<file path="src/pu_pkg.sv">
// shared constants, tables and types of the permutation unranker
`timescale 1ns / 1ps

package pu_pkg;

  localparam int SYMBOLS     = 10;
  localparam int RANK_W      = 22;
  localparam int SYM_W       = 4;
  localparam int POS_W       = 4;
  localparam int IDX_W       = $clog2(SYMBOLS);
  localparam int QW          = IDX_W;
  localparam int DIV_W       = RANK_W + 1;
  localparam int DCNT_W      = (QW > 1) ? $clog2(QW) : 1;
  localparam int IN_TDATA_W  = ((RANK_W + 7) / 8) * 8;
  localparam int OUT_TDATA_W = ((SYM_W + POS_W + 7) / 8) * 8;

  // factorial, saturated at 2**RANK_W since no rank reaches that value
  function automatic logic [DIV_W-1:0] fact_sat(input int n);
    logic [63:0] f;
    logic [63:0] sat;
    int          i;
    sat = 64'(1) << RANK_W;
    f   = 64'(1);
    for (i = 2; i <= n; i++) begin
      f = f * 64'(i);
      if (f > sat) begin
        f = sat;
      end
    end
    return DIV_W'(f);
  endfunction

  typedef logic [DIV_W-1:0] fact_tab_t [SYMBOLS];

  function automatic fact_tab_t fact_tab_gen();
    fact_tab_t t;
    int        m;
    for (m = 0; m < SYMBOLS; m++) begin
      t[m] = fact_sat(m);
    end
    return t;
  endfunction

  // indexed by the count of symbols left after the current position
  localparam fact_tab_t        FACT_TAB = fact_tab_gen();
  localparam logic [DIV_W-1:0] FACT_ALL = fact_sat(SYMBOLS);

  typedef struct packed {
    logic              start;
    logic [RANK_W-1:0] dividend;
    logic [DIV_W-1:0]  divisor;
  } pu_div_req_t;

  typedef struct packed {
    logic              done;
    logic [QW-1:0]     quot;
    logic [RANK_W-1:0] rem;
  } pu_div_rsp_t;

endpackage

</file>
<file path="src/permutation_unranker_core.sv">
// permutation unranker: rank in, lexicographic permutation out one symbol at a time
`timescale 1ns / 1ps

// channel  dir  tdata                      tlast         tuser
// in_      in   rank[21:0], zero pad       -             -
// out_     out  symbol[3:0], position[7:4] last_symbol   out_of_range
//
// each position: a divider pass (one quotient bit per cycle, a four-bit quotient for ten
// symbols), then the registered divider result, then the symbol is posted;
// a rank of SYMBOLS! or more skips the divider and goes straight to posting
// a new request is taken only when the sequencer is idle; the output register
// lets the next request in while the previous symbol still waits
// output back-pressure holds the sequencer in its post state, nothing is lost
// synchronous active-low reset empties the output register and idles the fsm

module permutation_unranker_core (
  input  logic                           clk,
  input  logic                           rst_n,
  input  logic                           in_tvalid,
  output logic                           in_tready,
  input  logic [pu_pkg::IN_TDATA_W-1:0]  in_tdata,   // rank[21:0], pad
  output logic                           out_tvalid,
  input  logic                           out_tready,
  output logic [pu_pkg::OUT_TDATA_W-1:0] out_tdata,  // symbol[3:0], position[7:4]
  output logic                           out_tlast,  // last_symbol
  output logic                           out_tuser   // out_of_range
);
  import pu_pkg::*;

  localparam logic [1:0] S_IDLE = 2'd0;
  localparam logic [1:0] S_DIV  = 2'd1;
  localparam logic [1:0] S_PUT  = 2'd2;

  logic [1:0]        state_r, state_nxt;
  logic [IDX_W-1:0]  pos_r, pos_nxt;
  logic              oor_r, oor_nxt;
  logic [SYM_W-1:0]  sym_r [SYMBOLS];
  logic [SYM_W-1:0]  sym_nxt [SYMBOLS];

  // output register
  logic              ovalid_r, ovalid_nxt;
  logic [SYM_W-1:0]  osym_r, osym_nxt;
  logic [POS_W-1:0]  opos_r, opos_nxt;
  logic              olast_r, olast_nxt;
  logic              ooor_r, ooor_nxt;

  pu_div_req_t       div_req;
  pu_div_rsp_t       div_rsp;

  logic              in_acc;
  logic [RANK_W-1:0] in_rank;
  logic              rank_oor;
  logic              can_put;
  logic [IDX_W-1:0]  last_idx;
  logic [IDX_W-1:0]  qc;
  logic              final_pos;

  pu_div u_div (
    .clk   (clk),
    .rst_n (rst_n),
    .req   (div_req),
    .rsp   (div_rsp)
  );

  assign in_tready = (state_r == S_IDLE);
  assign in_acc    = in_tvalid && in_tready;
  assign in_rank   = in_tdata[RANK_W-1:0];
  assign rank_oor  = {1'b0, in_rank} >= FACT_ALL;
  assign can_put   = !ovalid_r || out_tready;

  // index of the last remaining symbol, clamps the quotient
  assign last_idx  = IDX_W'(SYMBOLS - 1) - pos_r;
  assign qc        = (div_rsp.quot > QW'(last_idx)) ? last_idx : IDX_W'(div_rsp.quot);
  assign final_pos = (pos_r == IDX_W'(SYMBOLS - 1));

  always_comb begin
    state_nxt        = state_r;
    pos_nxt          = pos_r;
    oor_nxt          = oor_r;
    sym_nxt          = sym_r;
    ovalid_nxt       = ovalid_r && !out_tready;
    osym_nxt         = osym_r;
    opos_nxt         = opos_r;
    olast_nxt        = olast_r;
    ooor_nxt         = ooor_r;
    div_req.start    = 1'b0;
    div_req.dividend = in_rank;
    div_req.divisor  = FACT_TAB[IDX_W'(SYMBOLS - 1)];

    case (state_r)
      S_IDLE: begin
        if (in_acc) begin
          pos_nxt = '0;
          oor_nxt = rank_oor;
          for (int j = 0; j < SYMBOLS; j++) begin
            sym_nxt[j] = SYM_W'(j);
          end
          if (rank_oor) begin
            state_nxt = S_PUT;
          end else begin
            div_req.start = 1'b1;
            state_nxt     = S_DIV;
          end
        end
      end
      S_DIV: begin
        if (div_rsp.done) begin
          state_nxt = S_PUT;
        end
      end
      S_PUT: begin
        if (can_put) begin
          ovalid_nxt = 1'b1;
          if (oor_r) begin
            // flagged rank: single result, symbol and position zero
            osym_nxt  = '0;
            opos_nxt  = '0;
            olast_nxt = 1'b1;
            ooor_nxt  = 1'b1;
            state_nxt = S_IDLE;
          end else begin
            osym_nxt  = sym_r[qc];
            opos_nxt  = POS_W'(pos_r);
            olast_nxt = final_pos;
            ooor_nxt  = 1'b0;
            // drop the chosen symbol, close the gap
            for (int j = 0; j < SYMBOLS - 1; j++) begin
              if (IDX_W'(j) >= qc) begin
                sym_nxt[j] = sym_r[j+1];
              end
            end
            if (final_pos) begin
              state_nxt = S_IDLE;
            end else begin
              pos_nxt          = pos_r + IDX_W'(1);
              div_req.start    = 1'b1;
              div_req.dividend = div_rsp.rem;
              div_req.divisor  = FACT_TAB[last_idx - IDX_W'(1)];
              state_nxt        = S_DIV;
            end
          end
        end
      end
      default: begin
        state_nxt = S_IDLE;
      end
    endcase
  end

  always_ff @(posedge clk) begin
    if (!rst_n) begin
      state_r  <= S_IDLE;
      ovalid_r <= 1'b0;
    end else begin
      state_r  <= state_nxt;
      ovalid_r <= ovalid_nxt;
    end
    pos_r   <= pos_nxt;
    oor_r   <= oor_nxt;
    sym_r   <= sym_nxt;
    osym_r  <= osym_nxt;
    opos_r  <= opos_nxt;
    olast_r <= olast_nxt;
    ooor_r  <= ooor_nxt;
  end

  assign out_tvalid = ovalid_r;
  assign out_tdata  = OUT_TDATA_W'({opos_r, osym_r});
  assign out_tlast  = olast_r;
  assign out_tuser  = ooor_r;

`ifndef SYNTHESIS
  // a flagged result is alone: last, symbol and position zero
  a_oor_shape: assert property (@(posedge clk) disable iff (!rst_n)
    out_tvalid && out_tuser |-> out_tlast && out_tdata == '0)
    else $error("flagged result malformed");

  // an unflagged last result sits at the final position
  a_last_pos: assert property (@(posedge clk) disable iff (!rst_n)
    out_tvalid && out_tlast && !out_tuser |->
      out_tdata[OUT_TDATA_W-1:SYM_W] == (OUT_TDATA_W - SYM_W)'(SYMBOLS - 1))
    else $error("last marker at wrong position");

  // the divider only finishes while the sequencer waits for it
  a_div_done: assert property (@(posedge clk) disable iff (!rst_n)
    div_rsp.done |-> state_r == S_DIV)
    else $error("divider result outside wait state");

  // the chosen quotient never passes the remaining list
  a_quot_range: assert property (@(posedge clk) disable iff (!rst_n)
    state_r == S_PUT && !oor_r |-> div_rsp.quot <= QW'(last_idx))
    else $error("quotient beyond remaining symbols");
`endif

endmodule

</file>
<file path="src/pu_div.sv">
// restoring divider, one quotient bit per cycle, small quotient
`timescale 1ns / 1ps

module pu_div (
  input  logic                clk,
  input  logic                rst_n,
  input  pu_pkg::pu_div_req_t req,
  output pu_pkg::pu_div_rsp_t rsp
);
  import pu_pkg::*;

  localparam int DSR_W = DIV_W + QW - 1;

  logic              busy_r, busy_nxt;
  logic              done_r, done_nxt;
  logic [DCNT_W-1:0] cnt_r, cnt_nxt;
  logic [DSR_W-1:0]  dsr_r, dsr_nxt;
  logic [RANK_W-1:0] rem_r, rem_nxt;
  logic [QW-1:0]     quot_r, quot_nxt;
  logic [DSR_W-1:0]  rem_ext;
  logic              ge;

  assign rem_ext = DSR_W'(rem_r);
  assign ge      = rem_ext >= dsr_r;

  always_comb begin
    busy_nxt = busy_r;
    done_nxt = 1'b0;
    cnt_nxt  = cnt_r;
    dsr_nxt  = dsr_r;
    rem_nxt  = rem_r;
    quot_nxt = quot_r;
    if (req.start) begin
      busy_nxt = 1'b1;
      cnt_nxt  = DCNT_W'(QW - 1);
      dsr_nxt  = DSR_W'(req.divisor) << (QW - 1);
      rem_nxt  = req.dividend;
      quot_nxt = '0;
    end else if (busy_r) begin
      // trial subtract of the shifted divisor
      if (ge) begin
        rem_nxt = RANK_W'(rem_ext - dsr_r);
      end
      quot_nxt = QW'({quot_r, ge});
      dsr_nxt  = dsr_r >> 1;
      cnt_nxt  = cnt_r - DCNT_W'(1);
      if (cnt_r == '0) begin
        busy_nxt = 1'b0;
        done_nxt = 1'b1;
      end
    end
  end

  always_ff @(posedge clk) begin
    if (!rst_n) begin
      busy_r <= 1'b0;
      done_r <= 1'b0;
    end else begin
      busy_r <= busy_nxt;
      done_r <= done_nxt;
    end
    cnt_r  <= cnt_nxt;
    dsr_r  <= dsr_nxt;
    rem_r  <= rem_nxt;
    quot_r <= quot_nxt;
  end

  assign rsp.done = done_r;
  assign rsp.quot = quot_r;
  assign rsp.rem  = rem_r;

endmodule

</file>
<file path="config.mk">
export PLATFORM = sky130hd
export DESIGN_NAME = permutation_unranker_core
export DESIGN_NICKNAME = d
export VERILOG_FILES = /design/src/pu_pkg.sv /design/src/permutation_unranker_core.sv /design/src/pu_div.sv
export SDC_FILE = /design/constraint.sdc
export NUM_CORES = 1
export LEC_CHECK = 0
export BUFFER_PORTS_ARGS = -buffer_cell sky130_fd_sc_hd__buf_4
export CAP_MARGIN = 20
export CELL_PAD_IN_SITES_DETAIL_PLACEMENT = 0
export CELL_PAD_IN_SITES_GLOBAL_PLACEMENT = 2
export CORE_MARGIN = 3
export CORE_UTILIZATION = 40
export CTS_CLUSTER_DIAMETER = 50
export DETAILED_ROUTE_END_ITERATION = 8
export GPL_TIMING_DRIVEN = 0
export PLACE_DENSITY_LB_ADDON = 0.1
export SYNTH_ARGS = -nofsm -noshare
export SYNTH_HDL_FRONTEND = slang
export SYNTH_SLANG_ARGS = --single-unit
</file>
<file path="constraint.sdc">
create_clock -name clk -period 4.6 [get_ports clk]
set_input_delay 0 -clock clk [delete_from_list [all_inputs] [get_ports clk]]
set_output_delay 0 -clock clk [all_outputs]
set_load 0.03 [all_outputs]
</file>
==> reports/metrics.json <==
{
  "logic_synthesis": {
    "synth.most_common_cell": "edfxtp_1",
    "synthesis.nets": 651,
    "synth.yosys.warnings": 0,
    "synth_seq_cells": 104,
    "synthCells": 589,
    "synth_top_flop_cell": "edfxtp_1",
    "synth_area_um2": 6100,
    "post_synthesis_sequential_area_ratio_pct": 48.9,
    "synth_area_per_cell_um2": 10.4,
    "synth.top_cell.area_share_pct": 44.3,
    "synth-edff-count": 90,
    "synthDistinctLibCells": 65,
    "commonest_cells_in_the_netlist": "edfxtp_1, nand2_1, inv_1, nor2_1, ha_1",
    "synth-async-reset-ratio_pct": 0,
    "yosysTopAreaCell": "edfxtp_1",
    "most_area_consuming_cells_after_synthesis": "edfxtp_1, ha_1, dfxtp_1, mux2i_1, nand2_1"
  },
  "drt": {
    "drt_pre_antenna_iters": 6,
    "drt_iter0_markers": 421,
    "routed_wl_um": 16100,
    "drc": 0,
    "per_cell_routed_wire_length_um": 18.9,
    "via_count": 4694,
    "residual_antenna_violating_net_count_after_detailed_routing": 0,
    "detail_route.vias_per_cell": 5.53
  },
  "setup_path": {
    "critical_path.max_fanout": 9,
    "worst_setup_path_startpoint": "pos_r[0]$_SDFFCE_PN0P_",
    "cp-start-kind": "flop",
    "worstReg2RegStart": "pos_r[0]$_SDFFCE_PN0P_",
    "timing.critical_path.to_type": "flop",
    "category_of_the_most_critical_setup_path": "reg2reg",
    "critPathRequiredTime_ns": 4.60,
    "worstPathArrival_ns": 3.89
  },
  "final_layout": {
    "final_cell_count_no_fill": 849,
    "multiInputGateArea_um2": 2850,
    "fraction_of_layout_instances_using_a_drive_strength_above_1_pct": 10.4,
    "insertedDiodeCount": 0,
    "layout-area-overhead-vs-synth_pct": 17.0,
    "fill_cells": 1405,
    "layout.area.seq_um2": 2980,
    "finish.instance_area_um2": 7140,
    "utilization_pct": 48.4,
    "design.final.nets": 722
  },
  "sta": {
    "worst_slew_margin_rel_pct": 36.1,
    "finalSetupViolations": 0,
    "worst-slew-pin-transition_ns": 0.959,
    "fin_crit_sh_pct": 84.5,
    "max_freq_mhz": 257,
    "finClkSkew_ns": 0.0110,
    "finalMaxSlewViolations": 0,
    "grt_setup_unrepaired": "false",
    "finalHoldViolations": 0,
    "time_the_final_worst_path_needs_with_i_o_delays_and_setup_ns": 3.89
  },
  "grt": {
    "antenna_found_initial": 0,
    "grt_overflow_total": 0,
    "grt_max_degree": 23,
    "first_global_vias": 4586,
    "global_route_wire_length_before_repair_um": 25200,
    "grt_use_total_pct": 19.6
  },
  "power": {
    "peakVddDrop_mv": 0.195,
    "power-per-cell-area_nw_per_um2": 489,
    "tot_pwr_mw": 3.49,
    "cellLeakagePower_nw": 2.88
  },
  "clock_tree": {
    "clock_sink_count": 104,
    "numCtsBuffers": 9,
    "clk_root_buffer_cell": "clkbuf_16",
    "clk_path_buf_depth": 2,
    "cts_tree": "done",
    "insertion_delay_ns": 0.36,
    "clock_tree.htree_level_count": 3,
    "clk_transition_reported_paths_ns": 0.08,
    "post_cts.resized_instances": 0
  },
  "job": {
    "drv.max_cap_violation_count": 0
  },
  "floorplanning": {
    "row_count": 44,
    "floorplan.die.height_um": 130,
    "die_width_um": 130,
    "die_area_um2": 16800,
    "floorplan.initialDensity_pct": 41.4,
    "io_pins": 40,
    "core_area_um2": 14800
  },
  "placement": {
    "routabilityCongestion": 0.842,
    "place.port_buffers": 37,
    "placed_area_um2": 6630,
    "dp_hpwl_um": 12000,
    "placed_cells": 811
  },
  "hold_path": {
    "hold_class": "in2reg",
    "timing.hold.worst.start": "in_tdata[21]"
  },
  "outcome": {
    "outcome": "finished clean"
  }
}
cell usage in the layout, fill, tap and decap left out, drive strengths merged, types with 4 or more instances in the layout:
cell,count
o31ai,11
dfxtp,14
dlygate4sd3,22
o41ai,5
inv,52
a21o,12
and2,25
buf,46
nand3,11
xor2,9
o211ai,4
edfxtp,90
a2111oi,4
a311oi,4
ha,33
mux2i,23
nand2,59
nor3b,4
nor3,8
o21bai,4
o31a,5
and3,6
o21a,4
nor2,40
o21ai,27
nand2b,18
clkbuf,24
xnor2,10
a21oi,32
nor2b,8
sequential cells by signal, summed over array words and instances (netlist names), 2 cells and up:
name	flops
opos_r	4
osym_r	4
pos_r	4
state_r	2
sym_r	31
u_div.cnt_r	2
u_div.dsr_r	25
u_div.quot_r	4
u_div.rem_r	22
power by group:
part / switching [mW] / internal (mW) / total (mW)
logic: 0.824 / 0.556 / 1.38
registers: 0.0776 / 1.25 / 1.33
clock network: 0.392 / 0.382 / 0.775
per-stage QoR:
stage	setup TNS [ns]	hold slack [ns]	setup slack, ns
final	0	0.0453	0.715
after global routing	0	0.0347	0.452
after CTS	0	0.0411	0.694
after detailed placement	0	0.243	0.748
after global placement	-9.55	0.241	-0.438
after floorplan	0	0.118	1.11
routing by layer:
metal	track usage, %	routed length (um)	vias to the layer above
met4	3.91	164	0
met2	30.0	7070	92
met1	29.5	8140	2289
met3	3.26	685	14
li1	-	-	2299
met5	0	0	-
worst paths after layout:
| check | to | slack (ns) | cells after the start |
|---|---|---|---|
| worst max-delay path | sym_r[21]$_SDFFCE_PN0P_ | 0.71 | 10 |
| worst min-delay path | u_div.rem_r[21]$_DFFE_PP_ | 0.05 | 3 |
| worst min register to register | out_tuser$_DFFE_PP_ | 0.47 | 0 |
| worst max register to register | sym_r[21]$_SDFFCE_PN0P_ | 0.71 | 10 |
cell type report:
class	count	share of cell area (%)
tap	184	3.23
clock buffer	10	3.21
timing repair buffer	60	7.19
clock inverter	6	0.789
inverter	47	2.47
multi-input combinational	416	39.9
buffer	22	1.40
sequential	104	41.8
cell families after synthesis:
kind of cell	count (synthesis)	synth area share, %
and+or+nand+nor	192	15.4
AOI/OAI and AO/OA	147	17.5
DFF	104	48.9
buffers and inverters	69	4.53
adders and majority gates	34	7.09
muxes	23	3.77
xor gates and xnor gates	19	2.73
other	1	0.0615
worst max-delay path, stage by stage (launching register included):
cell	delay (ns)
edfxtp_1	0.38
clkbuf_1	0.34
inv_1	0.26
ha_1	0.35
nand2_1	0.08
o21ai_0	0.14
a211o_1	0.35
a311oi_4	0.71
nand2b_1	0.18
nand2b_1	0.21
o21ai_0	0.53
timing repair:
item	CTS	global route
hold buffers	22	0
endpoints found under the hold margin	25	0
setup buffers	0	0
No activity file was read; power rests on OpenSTA's default activity.
